`src/hw/rtl/random_segment_waveform_generator_unit_defines.svh`:
```
// assertion macros shared by the random segment waveform generator rtl
`ifndef RANDOM_SEGMENT_WAVEFORM_GENERATOR_UNIT_DEFINES_SVH
`define RANDOM_SEGMENT_WAVEFORM_GENERATOR_UNIT_DEFINES_SVH

`ifndef SYNTHESIS

`define RSWG_ASSERT(name, prop, msg) \
  name: assert property (@(posedge clk_i) disable iff (!rst_ni) (prop)) \
    else $error(msg);

`define RSWG_ASSERT_NEVER(name, cond, msg) \
  name: assert property (@(posedge clk_i) disable iff (!rst_ni) !(cond)) \
    else $error(msg);

`else

`define RSWG_ASSERT(name, prop, msg)

`define RSWG_ASSERT_NEVER(name, cond, msg)

`endif

`endif

```
`src/hw/rtl/rswg_pkg.sv`:
```
// shared types and constants of the random segment waveform generator
`default_nettype none

package rswg_pkg;

  parameter int unsigned SLOPE_W    = 34;
  parameter int unsigned DIVIDEND_W = 32;
  parameter int unsigned DIV_CNT_W  = 5;
  parameter logic [DIV_CNT_W-1:0] DIV_LAST = 5'd31;

  parameter int unsigned CFG_ADDR_W = 4;
  parameter int unsigned CFG_DATA_W = 32;

  parameter logic [15:0] GAIN_RESET = 16'd328;
  parameter logic [31:0] MIN_RESET  = 32'd6000;
  parameter logic [31:0] MAX_RESET  = 32'd12000;

  typedef enum logic [1:0] {
    REG_GAIN       = 2'd0,
    REG_MIN_LENGTH = 2'd1,
    REG_MAX_LENGTH = 2'd2
  } reg_idx_e;

  typedef enum logic [2:0] {
    ST_IDLE,
    ST_MUL,
    ST_LEVEL,
    ST_SCALE,
    ST_SPAN,
    ST_SEG,
    ST_DIV,
    ST_PUSH
  } ctrl_state_e;

  typedef struct packed {
    logic load_item;
    logic mul;
    logic level;
    logic scale;
    logic span;
    logic seg_start;
    logic div_step;
    logic push;
  } cmd_t;

  typedef struct packed {
    logic seg_end;
    logic div_done;
    logic out_free;
  } sts_t;

endpackage

`default_nettype wire

```
`src/hw/rtl/rswg_ctrl.sv`:
```
// sequencing state machine
`default_nettype none
`include "random_segment_waveform_generator_unit_defines.svh"

module rswg_ctrl (
  input  logic           clk_i,
  input  logic           rst_ni,
  input  logic           in_valid_i,
  output logic           in_ready_o,
  input  rswg_pkg::sts_t sts_i,
  output rswg_pkg::cmd_t cmd_o
);

  rswg_pkg::ctrl_state_e state_q, state_d;

  always_ff @(posedge clk_i or negedge rst_ni) begin
    if (!rst_ni) begin
      state_q <= rswg_pkg::ST_IDLE;
    end else begin
      state_q <= state_d;
    end
  end

  always_comb begin
    state_d    = state_q;
    cmd_o      = '0;
    in_ready_o = 1'b0;
    case (state_q)
      rswg_pkg::ST_IDLE: begin
        in_ready_o = 1'b1;
        if (in_valid_i) begin
          cmd_o.load_item = 1'b1;
          state_d         = rswg_pkg::ST_MUL;
        end
      end
      rswg_pkg::ST_MUL: begin
        cmd_o.mul = 1'b1;
        state_d   = rswg_pkg::ST_LEVEL;
      end
      rswg_pkg::ST_LEVEL: begin
        cmd_o.level = 1'b1;
        state_d     = rswg_pkg::ST_SCALE;
      end
      rswg_pkg::ST_SCALE: begin
        cmd_o.scale = 1'b1;
        state_d     = sts_i.seg_end ? rswg_pkg::ST_SPAN : rswg_pkg::ST_PUSH;
      end
      rswg_pkg::ST_SPAN: begin
        cmd_o.span = 1'b1;
        state_d    = rswg_pkg::ST_SEG;
      end
      rswg_pkg::ST_SEG: begin
        cmd_o.seg_start = 1'b1;
        state_d         = rswg_pkg::ST_DIV;
      end
      rswg_pkg::ST_DIV: begin
        cmd_o.div_step = 1'b1;
        if (sts_i.div_done) begin
          state_d = rswg_pkg::ST_PUSH;
        end
      end
      rswg_pkg::ST_PUSH: begin
        if (sts_i.out_free) begin
          cmd_o.push = 1'b1;
          state_d    = rswg_pkg::ST_IDLE;
        end
      end
      default: begin
        state_d = rswg_pkg::ST_IDLE;
      end
    endcase
  end

  `RSWG_ASSERT(a_push_needs_slot, cmd_o.push |-> sts_i.out_free, "result pushed into full slot")
  `RSWG_ASSERT(a_span_on_end, (state_q == rswg_pkg::ST_SPAN) |-> sts_i.seg_end, "new segment without end")
  `RSWG_ASSERT(a_div_exit, (state_q == rswg_pkg::ST_DIV && sts_i.div_done) |=> (state_q == rswg_pkg::ST_PUSH), "divider exit missed")

endmodule

`default_nettype wire

```
`config.mk`:
```
export PLATFORM = sky130hd
export DESIGN_NAME = rswg_ctrl
export DESIGN_NICKNAME = d
export VERILOG_FILES = /design/src/hw/rtl/rswg_pkg.sv /design/src/hw/rtl/rswg_ctrl.sv
export VERILOG_INCLUDE_DIRS = /design/src /design/src/hw/rtl
export SDC_FILE = /design/constraint.sdc
export NUM_CORES = 1
export LEC_CHECK = 0
export ABC_CLOCK_PERIOD_IN_PS = 910
export BUFFER_PORTS_ARGS = -buffer_cell sky130_fd_sc_hd__buf_2
export CORE_AREA = 3 3 40 42
export CTS_CLUSTER_DIAMETER = 40
export DETAILED_ROUTE_END_ITERATION = 8
export DIE_AREA = 0 0 43 45
export MAX_ROUTING_LAYER = met4
export PLACE_DENSITY = 0.48
export SLEW_MARGIN = 20
export SYNTH_ARGS = -nofsm -noshare
export SYNTH_HDL_FRONTEND = slang
export SYNTH_SLANG_ARGS = --single-unit
```
`constraint.sdc`:
```
create_clock -name clk_i -period 0.91 [get_ports clk_i]
set_input_delay 0 -clock clk_i [delete_from_list [all_inputs] [get_ports clk_i]]
set_output_delay 0 -clock clk_i [all_outputs]
set_load 0.05 [all_outputs]
```
# ---- Yosys cells after proc, flatten, opt, wreduce, memory -nomap -nowiden
# Cells that the tools add are included.
dict set report totals {
  ff_bits 3
  elab_cells 29
}
dict set report classes {
  eq_ne 10
  n_mux 16
  n_reduce_logical 2
}
# cell count
set ops {}
lappend ops {{$pmux 3 s8} 1}
lappend ops {{$eq 3x3->1 const B} 4}
lappend ops {{$mux 1} 11}
lappend ops {{$mux 3} 3}
lappend ops {{$eq 3x2->1 const B} 2}
lappend ops {{$ne 2x2->1 const B} 3}
lappend ops {{$eq 3x1->1 const B} 1}
lappend ops {{$logic_not 3->1} 1}
lappend ops {{$reduce_and 3->1} 1}
lappend ops {{$mux 2} 1}

# ---- Logic depth before layout (Yosys ltp)
dict set report depth {
  word_depth 3
  mapped_depth 4
  depth_no_buf 3
}

# ---- Least setup slack after synthesis
# Ideal clock, no wire load.
dict set report synth_timing {
  path_kind {reg2out}
  start {register state_q[1]}
  end {output cmd_o[3] (netlist name)}
  t_arrival_ns 1.709
  setup_slack_ns -0.799
  path_stages_with_launch 3
  n_path_buf 1
  cell_sequence {dfrtp_1 -> buf_6 -> nor3b_1}
}
# element line
set synth_lines {}
lappend synth_lines {{from (decl)} rswg_ctrl.sv:14} ;# rswg_pkg::ctrl_state_e state_q, state_d;
lappend synth_lines {{from (signal assigned)} rswg_ctrl.sv:18} ;# state_q <= rswg_pkg::ST_IDLE;
lappend synth_lines {{from (signal assigned)} rswg_ctrl.sv:20} ;# state_q <= state_d;
lappend synth_lines {{to (decl)} rswg_ctrl.sv:11} ;# output rswg_pkg::cmd_t cmd_o

==> qor.csv <==
metric,value,unit
htree depth,1,
RSZ-0062 raised after global routing,true,
failing checks,setup timing,
Ant. Diodes,0,
GRT Util Overall,9.561,%
Syn Std Cell Area,271.5,µm²
period utilization,132.4,%
Max-Cap Viols,0,
Worst Path Arrival,1200,ps
Reg2Reg Depth,4,
largest net degree at the start of global routing,9,
register bit total from synthesis,3,
Syn Nets,34,
pwr/cell area,3929,nW/µm²
drt drc,0,
DRT iter0 DRCs,1,
die width,43,µm
clock sink count,3,
crit path capture type,output pin,
grt ovf,0,
share of the synthesized area in the top cell type,27.65,%
CP startpoint kind,register,
clock buffer depth,2,
Max Slew Vio Count,0,
slack of the critical path,-294.5,ps
Via Count,292,
Met3 Wirelength,31,µm
Synth area leaders,"dfrtp_1 (28%), buf_6 (8.3%), nor3b_1 (8.3%)",
CTS tree,built,
final hold vios,0,
CTS Buf Count,3,
Ys Warns,0,
VDD IR max,1516,µV
vias in the first global route,309,
area grow syn2layout,124.4,%
Hold Path Class,in2async,
fillers,118,
Area after DPL,392.9,µm²
Detailed Place HPWL,456.6,µm
Die Y,45,µm
"Avg Cell Area, Syn",9.697,µm²
"most common cell after layout, fill and taps aside",buf_6,
post-synthesis sequential area ratio,27.65,%
Post-Route Skew,4.381,ps
share of cells above drive strength 1,88.89,%
highest metal used,met4,
Mapped Cells,28,
FP Rows,13,
Critical Path RT,910,ps
"Max FO, Critical Path",6,
Core Area,1285,µm²
Final setup violation count,12,
routed wire length,752,µm
biggest regs,state_q x3,
Fmax achieved,0.8302,GHz
Pleak,0.2721,nW
post-synth cell types,16,
drt wl/cell,10.90,µm
first-pass GRT wire length,1269,µm
clock transition at the registers of the reported paths,40,ps
met2 wire len,438,µm
Vias/cell,4.232,
GPL Wtd Cong,0.7149,
Largest register FFs,3,
Initial DRT Pass Iterations,2,
Largest Register,state_q,
final setup TNS,-2611,ps
Slew @ Worst Pin,169.5,ps
Final ANT Viol Nets,0,
fin nets,61,
Worst-Skew Late Latency,240,ps
DRT met1 WL,263,µm
initial cell density of the core,21.13,%
finished layout cell area,609.3,µm²
Ports,15,
Die ar.,1935,µm²
most frequent cells in the layout,"buf_6 (8), buf_8 (6), buf_2 (5), buf_4 (5), nor2_4 (4)",
port buffer count,14,
cell taking the most area after synthesis,dfrtp_1,
CTS root buf,clkbuf_4,
antenna violations before repair,0,
Final Critical Period,1205,ps
Max-slew headroom,88.64,%
WS Path Type,reg2out,
status,"finished, violations left",
-- cells in the mapped netlist, drive strengths merged --
library cell  n
dfrtp         3
nand2         3
and2          1
a21oi         2
nor2          6
nor3b         3
nand2b        1
o21ba         1
buf           3
nor3          3
and3b         1
a21boi        1
-- timing repair --
action	4_1_cts	5_1_grt
endpoints found under the setup margin	12	12
gates resized for setup	33	12
hold endpoints to repair	3	0
pin swaps	6	2
hold buffers	1	0
setup buffers	4	1
-- cell families after synthesis --
kind of cell    count (synthesis)  synth area share [%]
compound gates                  4                 11.52
buf+inv                         3                 11.06
flops                           3                 27.65
simple gates                   18                 49.77
-- per-layer routing --
metal  up-vias  GRT usage (%)
met5         -              -
met4         0          9.036
li1        146              -
met3         2          1.594
met2         8          15.27
met1       136          10.00
-- cell type report --
cell class	instances	area, µm²	area share [%]
repair buffers	25	252.7	41.48
well taps	15	18.77	3.080
multi-input cells	22	234.0	38.40
flip-flops and latches	3	77.57	12.73
clock buffers	4	26.28	4.312
-- power by group --
group | switching (mW) | internal (mW)
combinational | 0.961 | 0.868
clock | 0.0726 | 0.165
sequential | 0.123 | 0.206
-- critical path, cell delays in order, from the launching register on --
cell and delay, ps:
dfrtp_2 460, nor3_4 210, and2_4 170, buf_8 130
-- metrics by stage --
step	worst slack [ps]	hold slack (ps)	util, %	power [mW]	cells
after floorplan	-439.8	-295.6	-	1.321	28
after global placement	-207.5	-202.1	30.57	1.528	59
after detailed placement	-228.6	-204.5	30.57	1.527	59
after CTS	-288.9	84.45	43.33	2.234	68
after global routing	-342.9	111.8	47.42	2.528	69
final	-294.5	85.35	47.42	2.394	69
-- worst paths after layout --
check                                start    endpoint  slack, ps
worst max register to register  state_q[0]  state_q[0]       -130
max in group asynchronous           rst_ni  state_q[1]        690
min in group clk_i                sts_i[1]  state_q[0]         90
worst min-delay path                rst_ni  state_q[0]         90
worst min register to register  state_q[2]  state_q[2]        690
worst max-delay path            state_q[0]    cmd_o[7]       -290
Note: power is estimated with default switching activity, not from simulation.
