<file path="config.mk">
export PLATFORM = sky130hd
export DESIGN_NAME = rswg_cfg
export DESIGN_NICKNAME = d
export VERILOG_FILES = /design/src/hw/rtl/random_segment_waveform_generator_unit_defines.svh /design/src/hw/rtl/rswg_pkg.sv /design/src/hw/rtl/rswg_cfg.sv
export SDC_FILE = /design/constraint.sdc
export NUM_CORES = 1
export LEC_CHECK = 0
export ABC_AREA = 1
export BUFFER_PORTS_ARGS = -buffer_cell sky130_fd_sc_hd__buf_4
export CORE_MARGIN = 8
export CORE_UTILIZATION = 46
export CTS_CLUSTER_DIAMETER = 200
export DETAILED_ROUTE_END_ITERATION = 7
export PLACE_DENSITY_LB_ADDON = 0.08
export SLEW_MARGIN = 0
export SYNTH_ARGS = -nofsm -noshare
export SYNTH_HDL_FRONTEND = slang
export SYNTH_SLANG_ARGS = --single-unit
export TNS_END_PERCENT = 10
</file>
<file path="constraint.sdc">
create_clock -name clk_i -period 0.8 [get_ports clk_i]
set_input_delay 0.04 -clock clk_i [delete_from_list [all_inputs] [get_ports clk_i]]
set_output_delay 0.04 -clock clk_i [all_outputs]
set_load 0.02 [all_outputs]
</file>
<file path="src/hw/rtl/random_segment_waveform_generator_unit_defines.svh">
// assertion macros shared by the random segment waveform generator rtl
`ifndef RANDOM_SEGMENT_WAVEFORM_GENERATOR_UNIT_DEFINES_SVH
`define RANDOM_SEGMENT_WAVEFORM_GENERATOR_UNIT_DEFINES_SVH

`ifndef SYNTHESIS

`define RSWG_ASSERT(name, prop, msg) \
  name: assert property (@(posedge clk_i) disable iff (!rst_ni) (prop)) \
    else $error(msg);

`define RSWG_ASSERT_NEVER(name, cond, msg) \
  name: assert property (@(posedge clk_i) disable iff (!rst_ni) !(cond)) \
    else $error(msg);

`else

`define RSWG_ASSERT(name, prop, msg)

`define RSWG_ASSERT_NEVER(name, cond, msg)

`endif

`endif

</file>
<file path="src/hw/rtl/rswg_pkg.sv">
// shared types and constants of the random segment waveform generator
`default_nettype none

package rswg_pkg;

  parameter int unsigned SLOPE_W    = 34;
  parameter int unsigned DIVIDEND_W = 32;
  parameter int unsigned DIV_CNT_W  = 5;
  parameter logic [DIV_CNT_W-1:0] DIV_LAST = 5'd31;

  parameter int unsigned CFG_ADDR_W = 4;
  parameter int unsigned CFG_DATA_W = 32;

  parameter logic [15:0] GAIN_RESET = 16'd328;
  parameter logic [31:0] MIN_RESET  = 32'd6000;
  parameter logic [31:0] MAX_RESET  = 32'd12000;

  typedef enum logic [1:0] {
    REG_GAIN       = 2'd0,
    REG_MIN_LENGTH = 2'd1,
    REG_MAX_LENGTH = 2'd2
  } reg_idx_e;

  typedef enum logic [2:0] {
    ST_IDLE,
    ST_MUL,
    ST_LEVEL,
    ST_SCALE,
    ST_SPAN,
    ST_SEG,
    ST_DIV,
    ST_PUSH
  } ctrl_state_e;

  typedef struct packed {
    logic load_item;
    logic mul;
    logic level;
    logic scale;
    logic span;
    logic seg_start;
    logic div_step;
    logic push;
  } cmd_t;

  typedef struct packed {
    logic seg_end;
    logic div_done;
    logic out_free;
  } sts_t;

endpackage

`default_nettype wire

</file>
<file path="src/hw/rtl/rswg_cfg.sv">
// apb configuration registers
`default_nettype none

module rswg_cfg #(
  parameter int unsigned LENGTH_BITS = 18
) (
  input  logic                                clk_i,
  input  logic                                rst_ni,
  input  logic                                psel,
  input  logic                                penable,
  input  logic                                pwrite,
  input  logic [rswg_pkg::CFG_ADDR_W-1:0]     paddr,
  input  logic [rswg_pkg::CFG_DATA_W-1:0]     pwdata,
  output logic [rswg_pkg::CFG_DATA_W-1:0]     prdata,
  output logic                                pready,
  output logic [15:0]                         gain_o,
  output logic [LENGTH_BITS-1:0]              min_length_o,
  output logic [LENGTH_BITS-1:0]              max_length_o
);

  logic                   wr_en;
  rswg_pkg::reg_idx_e     reg_idx;
  logic [15:0]            gain_q;
  logic [LENGTH_BITS-1:0] min_q;
  logic [LENGTH_BITS-1:0] max_q;

  assign pready  = 1'b1;
  assign wr_en   = psel && penable && pwrite;
  assign reg_idx = rswg_pkg::reg_idx_e'(paddr[3:2]);

  always_ff @(posedge clk_i or negedge rst_ni) begin
    if (!rst_ni) begin
      gain_q <= rswg_pkg::GAIN_RESET;
      min_q  <= rswg_pkg::MIN_RESET[LENGTH_BITS-1:0];
      max_q  <= rswg_pkg::MAX_RESET[LENGTH_BITS-1:0];
    end else if (wr_en) begin
      case (reg_idx)
        rswg_pkg::REG_GAIN:       gain_q <= pwdata[15:0];
        rswg_pkg::REG_MIN_LENGTH: min_q  <= pwdata[LENGTH_BITS-1:0];
        rswg_pkg::REG_MAX_LENGTH: max_q  <= pwdata[LENGTH_BITS-1:0];
        default: ;
      endcase
    end
  end

  always_comb begin
    case (reg_idx)
      rswg_pkg::REG_GAIN:       prdata = rswg_pkg::CFG_DATA_W'(gain_q);
      rswg_pkg::REG_MIN_LENGTH: prdata = rswg_pkg::CFG_DATA_W'(min_q);
      rswg_pkg::REG_MAX_LENGTH: prdata = rswg_pkg::CFG_DATA_W'(max_q);
      default:                  prdata = '0;
    endcase
  end

  assign gain_o       = gain_q;
  assign min_length_o = min_q;
  assign max_length_o = max_q;

endmodule

`default_nettype wire

</file>
# == Word-level counts from Yosys, hierarchy flattened ==
# Index checks and enable logic that the tools add are counted.
# totals
ff_bits,52
inputBits,41
out_inout_bits,85
# op_classes
n_eq_ne,2
n_mux,1
reduce_logical,6
# ops
cell,count
$pmux 18 s3,1
$reduce_and 2->1,3
$eq 2x1->1 const B,1
$eq 2x2->1 const B,1
$logic_and 1x1->1,2
$logic_not 2->1,1

# == Longest topological paths before layout ==
# Gate-level depths: netlist (run 1).
# depth
word_depth,3
ltp_mapped,7
ltp_nobuf,6

# == Least setup slack after synthesis (run 1) ==
# Ideal clock, no wire load.
# synth_path
path_kind,reg-to-output
start,reg min_q[12] (netlist: min_length_o[12])
end,out prdata[12] (netlist bit)
arrival_ps,833
t_required_ps,760
path_slack_ps,-73
stages_incl_launch_ff,3
path_buffers,0
cell_sequence,dfstp_2 -> nand2_1 -> nand3_1
# synth_via
elab_chain_cells,1
# synth_lines
item,line,source
start: declaration,rswg_cfg.sv:24,logic [LENGTH_BITS-1:0] min_q;
start signal: assignment,rswg_cfg.sv:34,min_q <= rswg_pkg::MIN_RESET[LENGTH_BITS-1:0];
start signal: assignment,rswg_cfg.sv:39,rswg_pkg::REG_MIN_LENGTH: min_q <= pwdata[LENGTH_BITS-1:0];
$pmux 18 s3,rswg_cfg.sv:47,case (reg_idx)
end: declaration,rswg_cfg.sv:14,"output logic [rswg_pkg::CFG_DATA_W-1:0] prdata,"
# Every way passes these cells.

# == Worst setup path in the final report (run 1) ==
# layout_path
start,reg max_q[11] (netlist: max_length_o[11])
end,out prdata[11] (netlist bit)
# layout_via
elab_chain_cells,1
# layout_lines
item,line,source
start: declaration,rswg_cfg.sv:25,logic [LENGTH_BITS-1:0] max_q;
start signal: assignment,rswg_cfg.sv:35,max_q <= rswg_pkg::MAX_RESET[LENGTH_BITS-1:0];
start signal: assignment,rswg_cfg.sv:40,rswg_pkg::REG_MAX_LENGTH: max_q <= pwdata[LENGTH_BITS-1:0];
$pmux 18 s3,rswg_cfg.sv:47,
# Every way passes these cells.

==> impl_metrics.prom, run 1 <==
# TYPE chip_impl_metric gauge
chip_impl_metric{name="floorplan.die.width",unit="um"} 90.7
chip_impl_metric{name="via_count",unit=""} 2565
chip_impl_metric{name="fmax",unit="MHz"} 870
chip_impl_metric{name="initial_antenna_violation_count",unit=""} 0
chip_impl_metric{name="syn2layout_area_growth",unit="%"} 63.9
chip_impl_info{name="synth_top_family_by_area",value="simple AND/OR/NAND/NOR gates"} 1
chip_impl_metric{name="detail_route.drc_violations",unit=""} 0
chip_impl_info{name="timing.critical_path.from_type",value="register"} 1
chip_impl_metric{name="htree_num_levels",unit=""} 2
chip_impl_info{name="cts-root-buf",value="clkbuf_8"} 1
chip_impl_metric{name="synth.cell_area",unit="um2"} 2570
chip_impl_metric{name="hpwlAfterDp",unit="um"} 5650
chip_impl_metric{name="total_core_area",unit="um2"} 5440
chip_impl_metric{name="met1_usage",unit=""} 0.224
chip_impl_metric{name="first_global_vias",unit=""} 2606
chip_impl_info{name="worst_setup_path_startpoint",value="max_length_o[11]"} 1
chip_impl_metric{name="max_cap_viol_count",unit=""} 0
chip_impl_metric{name="finalWirelength",unit="um"} 8310
chip_impl_metric{name="synth-compound-area-share",unit=""} 0
chip_impl_metric{name="p_leak",unit="nW"} 2.32
chip_impl_metric{name="netlist_instances",unit=""} 322
chip_impl_metric{name="worst_clock_skew",unit="ns"} 0
chip_impl_metric{name="avgSynthCellArea",unit="um2"} 7.97
chip_impl_metric{name="synth_warnings",unit=""} 0
chip_impl_info{name="failed_checks",value="setup timing"} 1
chip_impl_metric{name="io_pins",unit=""} 126
chip_impl_info{name="worstPathCellList",value="nand2_2 > nand3_2 > buf_6"} 1
chip_impl_metric{name="dr.pass1.iters",unit=""} 5
chip_impl_info{name="cts_tree",value="done"} 1
chip_impl_metric{name="min_period_over_period",unit=""} 1.44
chip_impl_metric{name="wire_per_inst",unit="um"} 15.3
chip_impl_info{name="hold_class",value="in2async"} 1
chip_impl_info{name="crit_path_top_delay_cell",value="dfstp_2"} 1
chip_impl_metric{name="largest_net_degree_at_the_start_of_global_routing",unit=""} 53
chip_impl_metric{name="initial_utilization",unit=""} 0.472
chip_impl_metric{name="latest_clock_arrival_within_the_worst_skew_pair",unit="ns"} 0.30
chip_impl_metric{name="vdd.ir_drop.worst",unit="mV"} 1.28
chip_impl_metric{name="worstPathArrival",unit="ns"} 1.11
chip_impl_metric{name="yosys.area_share.simple",unit=""} 0.395
chip_impl_metric{name="timing_max_transition_violations_final",unit=""} 0
chip_impl_metric{name="yosys.area_share.xor_xnor",unit=""} 0
chip_impl_metric{name="cp_max_fo",unit=""} 3
chip_impl_metric{name="yosys.area_share.adder",unit=""} 0
chip_impl_metric{name="tritoncts_num_sinks",unit=""} 52
chip_impl_metric{name="max_stage_delay",unit="ns"} 0.57
chip_impl_metric{name="flip_flop_and_latch_count_after_synthesis",unit=""} 52
chip_impl_info{name="grt_setup_unrepaired",value="yes"} 1
chip_impl_metric{name="die-height",unit="um"} 90.7
chip_impl_metric{name="clk_transition_reported_paths",unit="ns"} 0.09
chip_impl_metric{name="nets",unit=""} 510
chip_impl_metric{name="tritoncts.num_buffers",unit=""} 5
chip_impl_metric{name="setup-tns-final",unit="ns"} -14.20
chip_impl_metric{name="synth_cell_type_count",unit=""} 17
chip_impl_metric{name="antenna_left",unit=""} 0
chip_impl_metric{name="final_hold_viol_count",unit=""} 0
chip_impl_metric{name="post-route-worst-setup-slack",unit="ns"} -0.349
chip_impl_metric{name="grt-ovfl-total",unit=""} 0
chip_impl_info{name="worst-setup-path-type",value="reg2out"} 1
chip_impl_metric{name="num_antenna_cells",unit=""} 0
chip_impl_metric{name="grt_first_pass_wirelength",unit="um"} 13600
chip_impl_metric{name="crit_required",unit="ns"} 0.76
chip_impl_metric{name="ctsLongestPathBuffers",unit=""} 2
chip_impl_metric{name="proportion_of_synthesized_chip_area_in_sequential_cells",unit=""} 0.515
chip_impl_info{name="setup.worst_path.end_class",value="primary output"} 1
chip_impl_info{name="run_status",value="complete, but fails checks"} 1
chip_impl_metric{name="grt_usage",unit=""} 0.207
chip_impl_metric{name="utilization",unit=""} 0.773
chip_impl_metric{name="grt.met3_usage",unit=""} 0.0657
chip_impl_metric{name="site_rows",unit=""} 27
chip_impl_metric{name="pwr_density_cell",unit="nW/um2"} 2230
chip_impl_metric{name="first_iter_violations",unit=""} 77
chip_impl_metric{name="place_congestion",unit=""} 0.762
chip_impl_metric{name="fp.dieArea",unit="um2"} 8220
chip_impl_metric{name="vias_per_cell",unit=""} 4.73
chip_impl_info{name="grt_busiest_layer",value="met2"} 1
chip_impl_metric{name="grt_use_met2",unit=""} 0.377
chip_impl_metric{name="setup_viol",unit=""} 82
chip_impl_metric{name="post_route_cells_drive_above_1_share",unit=""} 0.438
chip_impl_info{name="reg2reg_from",value="max_length_o[13]"} 1
chip_impl_metric{name="portBuffers",unit=""} 94
chip_impl_metric{name="period_needed",unit="ns"} 1.15
chip_impl_metric{name="synthMuxAreaShare",unit=""} 0
-- worst max-delay path, delay by kind of cell, from the launching register on --
family	cells	cell delay, ns
buffers and inverters	1	0.11
and+or+nand+nor	2	0.12
DFF	1	0.57
-- cells in the mapped netlist --
cell,count,share of area
inv_2,3,0.0044
nand3_1,16,0.031
conb_1,2,0.0029
inv_1,1,0.0015
nand2_1,206,0.30
dfrtp_1,35,0.34
nand2_2,8,0.020
buf_2,1,0.0019
nor2_2,1,0.0024
nand3_4,1,0.0068
buf_6,6,0.026
nor2_8,1,0.0078
dfstp_2,17,0.17
buf_4,17,0.050
nor2_4,3,0.013
nand2_4,3,0.013
inv_4,1,0.0024
-- cells in the final DEF, fill, tap and decap left out, drive strengths merged --
cell and count:
nand2 217, buf 132, dfrtp 35, dlygate4sd3 19, dfstp 17, nand3 17, conb 15, clkbuf 7
inv 5, nor2 5, clkinv 1
-- cells by family after synthesis --
logic type             Yosys count
DFF                             52
other                            2
buffers and inverters           29
and+or+nand+nor                239
-- flip-flops by register name (all words and copies together), names as in the netlist --
| register | flops |
|---|---|
| gain_o | 16 |
| max_length_o | 18 |
| min_length_o | 18 |
-- layout make-up --
| cell class | instances | area, um2 |
|---|---|---|
| repair buffers | 151 | 1510 |
| flip-flops and latches | 52 | 1320 |
| fillers | 400 | 1230 |
| multi-input cells | 254 | 1180 |
| well taps | 72 | 90.1 |
| clock buffers | 7 | 76.3 |
| inverters | 5 | 21.3 |
| clock inverters | 1 | 5.00 |
-- worst paths after layout --
path | depth (start not counted) | slack [ns] | end
min in group clk_i | 6 | 0.25 | max_length_o[13]
max in group asynchronous | 3 | 0.27 | min_length_o[8]
worst max register to register | 4 | -0.10 | max_length_o[13]
worst max-delay path | 3 | -0.35 | prdata[11]
worst min-delay path | 3 | 0.24 | max_length_o[0]
worst min register to register | 2 | 0.49 | max_length_o[5]
-- power breakdown --
part / switching, mW / total, mW / internal, mW
registers: 0.553 / 3.85 / 3.30
logic: 2.02 / 4.08 / 2.06
clock network: 0.823 / 1.44 / 0.616
-- what timing repair did --
item,in CTS,in global routing
hold buffers,19,0
pin swaps,24,4
gates resized for setup,80,16
buffers inserted,3,0
gates cloned,0,0
endpoints found under the setup margin,77,85
hold endpoints to repair,104,0
-- metrics by stage --
stage | setup slack (ns) | cell area, um2 | power [mW] | instances | hold WS (ns)
after floorplan | -0.0149 | 2670 | 5.43 | 335 | -0.256
after global placement | -0.120 | 3570 | 7.11 | 512 | 0.0347
after detailed placement | -0.144 | 3570 | 7.17 | 512 | 0.0316
after CTS | -0.348 | 4160 | 9.31 | 542 | 0.250
after global routing | -0.380 | 4210 | 9.85 | 542 | 0.266
final | -0.349 | 4210 | 9.37 | 542 | 0.243
-- routing by layer --
layer	up-vias	wire length, um
li1	1246	-
met1	1220	3240
met2	87	4390
met3	12	565
met4	0	116
met5	-	0
Note: power is estimated with default switching activity, not from simulation.
==> inputs of run 2 (changes only) <==
Settings changed: ABC_AREA 1 to 0.
==> run 2 against run 1 <==
  * The run still ends with setup timing left
  * Critical path depth unchanged
  * Hold slack better by 0.016 ns
  * Area after synthesis down 2.1%
  * Setup slack worse by 0.13 ns
  * Power up 13%
  * Clock skew unchanged
  * Fmax down 10%
  * Critical endpoint is now prdata[8]
  * Largest power group unchanged
==> impl_metrics.prom, run 2 <==
# TYPE chip_impl_metric gauge
chip_impl_info{name="grt_setup_unrepaired",value="yes"} 1
chip_impl_metric{name="tritoncts.num_buffers",unit=""} 5
chip_impl_info{name="synth_top_cells_by_area",value="dfrtp_1 (35%), mux2_2 (19%), dfstp_2 (18%)"} 1
chip_impl_metric{name="grt_first_pass_wirelength",unit="um"} 12000
chip_impl_metric{name="worstPathArrival",unit="ns"} 1.24
chip_impl_info{name="cts-root-buf",value="clkbuf_8"} 1
chip_impl_metric{name="synth.cell_area",unit="um2"} 2510
chip_impl_metric{name="die-height",unit="um"} 89.9
chip_impl_metric{name="flip_flop_and_latch_count_after_synthesis",unit=""} 52
chip_impl_metric{name="vias_per_cell",unit=""} 4.81
chip_impl_metric{name="syn2layout_area_growth",unit="%"} 70.0
chip_impl_metric{name="initial_antenna_violation_count",unit=""} 0
chip_impl_metric{name="latest_clock_arrival_within_the_worst_skew_pair",unit="ns"} 0.29
chip_impl_metric{name="min_period_over_period",unit=""} 1.60
chip_impl_metric{name="dr.pass1.iters",unit=""} 4
chip_impl_metric{name="vdd.ir_drop.worst",unit="mV"} 1.52
chip_impl_info{name="netlist_top_cells_count",value="mux2_2 (42), dfrtp_1 (35), buf_4 (17), dfstp_2 (17)"} 1
chip_impl_metric{name="dpl.cell_count",unit=""} 383
chip_impl_info{name="layout_commonest_cell",value="buf_6"} 1
chip_impl_metric{name="first_iter_violations",unit=""} 108
chip_impl_metric{name="netlist_instances",unit=""} 188
chip_impl_metric{name="site_rows",unit=""} 27
chip_impl_metric{name="grt_usage",unit=""} 0.181
chip_impl_info{name="hold_class",value="in2async"} 1
chip_impl_info{name="worst-setup-path-type",value="reg2out"} 1
chip_impl_metric{name="max_cap_viol_count",unit=""} 0
chip_impl_metric{name="pwr_density_cell",unit="nW/um2"} 2480
chip_impl_metric{name="htree_num_levels",unit=""} 2
chip_impl_metric{name="finalWirelength",unit="um"} 7350
chip_impl_metric{name="grt-ovfl-total",unit=""} 0
chip_impl_metric{name="post_route_cells_drive_above_1_share",unit=""} 0.654
chip_impl_metric{name="first_global_vias",unit=""} 2208
chip_impl_metric{name="post-route-cell-area",unit="um2"} 4270
chip_impl_metric{name="crit_required",unit="ns"} 0.76
chip_impl_metric{name="report.power.total",unit="mW"} 10.6
chip_impl_metric{name="detail_route.drc_violations",unit=""} 0
chip_impl_metric{name="nets",unit=""} 387
chip_impl_metric{name="clk_transition_reported_paths",unit="ns"} 0.09
chip_impl_info{name="synth.most_common_cell",value="mux2_2"} 1
chip_impl_metric{name="total_core_area",unit="um2"} 5410
chip_impl_metric{name="cp_max_fo",unit=""} 2
chip_impl_metric{name="yosys.area_share.xor_xnor",unit=""} 0
chip_impl_info{name="top_signal_layer_used",value="met4"} 1
chip_impl_metric{name="via_count",unit=""} 2017
chip_impl_metric{name="proportion_of_synthesized_chip_area_in_sequential_cells",unit=""} 0.527
chip_impl_info{name="mostFrequentLayoutCells",value="buf_6 (85), buf_4 (57), dfrtp_1 (35), mux2_2 (29), mux2_4 (23)"} 1
chip_impl_metric{name="yosys.area_share.adder",unit=""} 0
chip_impl_metric{name="yosys.area_share.simple",unit=""} 0.0433
chip_impl_metric{name="synth_cell_type_count",unit=""} 20
chip_impl_metric{name="utilization",unit=""} 0.790
chip_impl_info{name="cts_tree",value="done"} 1
chip_impl_metric{name="timing_max_transition_violations_final",unit=""} 0
chip_impl_metric{name="synth_warnings",unit=""} 0
chip_impl_metric{name="worst_clock_skew",unit="ns"} 0
chip_impl_metric{name="final_cells",unit=""} 419
chip_impl_metric{name="synth-edff-count",unit=""} 0
chip_impl_metric{name="io_pins",unit=""} 126
chip_impl_metric{name="avgSynthCellArea",unit="um2"} 13.4
chip_impl_metric{name="postPlaceCellArea",unit="um2"} 3550
chip_impl_metric{name="setup_viol",unit=""} 122
chip_impl_metric{name="wl_met3",unit="um"} 532
chip_impl_metric{name="ys_async_sr_fraction",unit=""} 1.00
chip_impl_metric{name="synth-compound-area-share",unit=""} 0.0389
chip_impl_metric{name="place_congestion",unit=""} 0.741
chip_impl_metric{name="post-route-worst-setup-slack",unit="ns"} -0.481
chip_impl_metric{name="synthMuxAreaShare",unit=""} 0.312
chip_impl_metric{name="setup-tns-final",unit="ns"} -19.68
chip_impl_metric{name="largest_net_degree_at_the_start_of_global_routing",unit=""} 53
chip_impl_metric{name="antenna_left",unit=""} 0
chip_impl_metric{name="p_leak",unit="nW"} 2.08
chip_impl_metric{name="wire_per_inst",unit="um"} 17.5
chip_impl_metric{name="fmax",unit="MHz"} 781
chip_impl_metric{name="initial_utilization",unit=""} 0.465
chip_impl_metric{name="route.met2.wl",unit="um"} 3690
chip_impl_metric{name="synth_largest_type_area_fraction",unit=""} 0.349
chip_impl_info{name="timing.critical_path.from_type",value="register"} 1
chip_impl_metric{name="period_needed",unit="ns"} 1.28
chip_impl_metric{name="fp.dieArea",unit="um2"} 8080
chip_impl_info{name="run_status",value="complete, but fails checks"} 1
chip_impl_metric{name="met1Wirelength",unit="um"} 3080
chip_impl_metric{name="portBuffers",unit=""} 94
chip_impl_metric{name="final_hold_viol_count",unit=""} 0
chip_impl_info{name="yosys.area.top_type",value="dfrtp_1"} 1
chip_impl_metric{name="hpwlAfterDp",unit="um"} 4940
chip_impl_metric{name="ctsLongestPathBuffers",unit=""} 2
chip_impl_metric{name="num_antenna_cells",unit=""} 0
chip_impl_info{name="synth_top_family_by_area",value="multiplexers"} 1
chip_impl_metric{name="layout.filler_cells",unit=""} 337
chip_impl_metric{name="tritoncts_num_sinks",unit=""} 52
chip_impl_metric{name="floorplan.die.width",unit="um"} 89.9
chip_impl_info{name="failed_checks",value="setup timing"} 1
chip_impl_info{name="setup.worst_path.end_class",value="primary output"} 1
chip_impl_info{name="dominantRegCellSynth",value="dfrtp_1"} 1
run 2: cell count changes in the layout (fill, tap and decap cells not counted), moves of 5 or more:
cell	change
mux2i_1	+16
o21ai_1	+16
nand2_2	-22
buf_4	+5
mux2_2	+29
mux2_4	+23
buf_6	+8
nand3_2	-15
nand2_1	-176
run 2: final timing paths:
kind	from	to	slack [ns]	depth (start not counted)
max	gain_o[8]	prdata[8]	-0.48	3
max in group asynchronous	rst_ni	max_length_o[7]	0.26	3
min in group clk_i	paddr[2]	gain_o[12]	0.30	4
min reg2reg	max_length_o[17]	max_length_o[17]	0.55	1
max reg2reg	min_length_o[0]	min_length_o[0]	-0.18	3
min	rst_ni	gain_o[15]	0.26	3
run 2: per-layer routing:
layer,GRT usage,vias to the layer above
li1,-,939
met1,0.219,999
met2,0.306,74
met4,0.0402,0
met3,0.0582,5
met5,0,-
run 2: critical path: stages (launching register included):
cell and delay [ns]:
dfstp_2 0.55, mux2i_1 0.07, o21ai_1 0.16, buf_4 0.17
run 2: area by class of cell:
| type | count | area, um2 | area share |
|---|---|---|---|
| clock buffers | 7 | 86.3 | 0.0202 |
| clock inverters | 1 | 7.51 | 0.00176 |
| multi-input cells | 123 | 1130 | 0.264 |
| flip-flops and latches | 52 | 1320 | 0.310 |
| well taps | 72 | 90.1 | 0.0211 |
| repair buffers | 164 | 1640 | 0.383 |
run 2: power breakdown:
part	internal (mW)	switching, mW	total, mW
combinational	2.97	2.19	5.16
clock	0.704	0.799	1.50
sequential	3.39	0.553	3.94
total	7.06	3.54	10.6
run 2: timing repair:
action	in CTS	in global routing
buffers inserted	2	7
resized for setup	97	8
pin swaps	0	4
hold buffers	19	0
endpoints found under the setup margin	122	122
endpoints found under the hold margin	99	0
run 2: through the flow:
step,hold slack [ns],setup WS (ns)
final,0.259,-0.481
after CTS,0.260,-0.485
after global placement,0.0362,-0.431
after detailed placement,0.0332,-0.454
after floorplan,-0.256,-0.372
after global routing,0.269,-0.542
run 2: kinds of logic after synthesis:
family	after synthesis
buf+inv	26
flops	52
mux	68
compound gates	18
simple gates	22
other cells	2
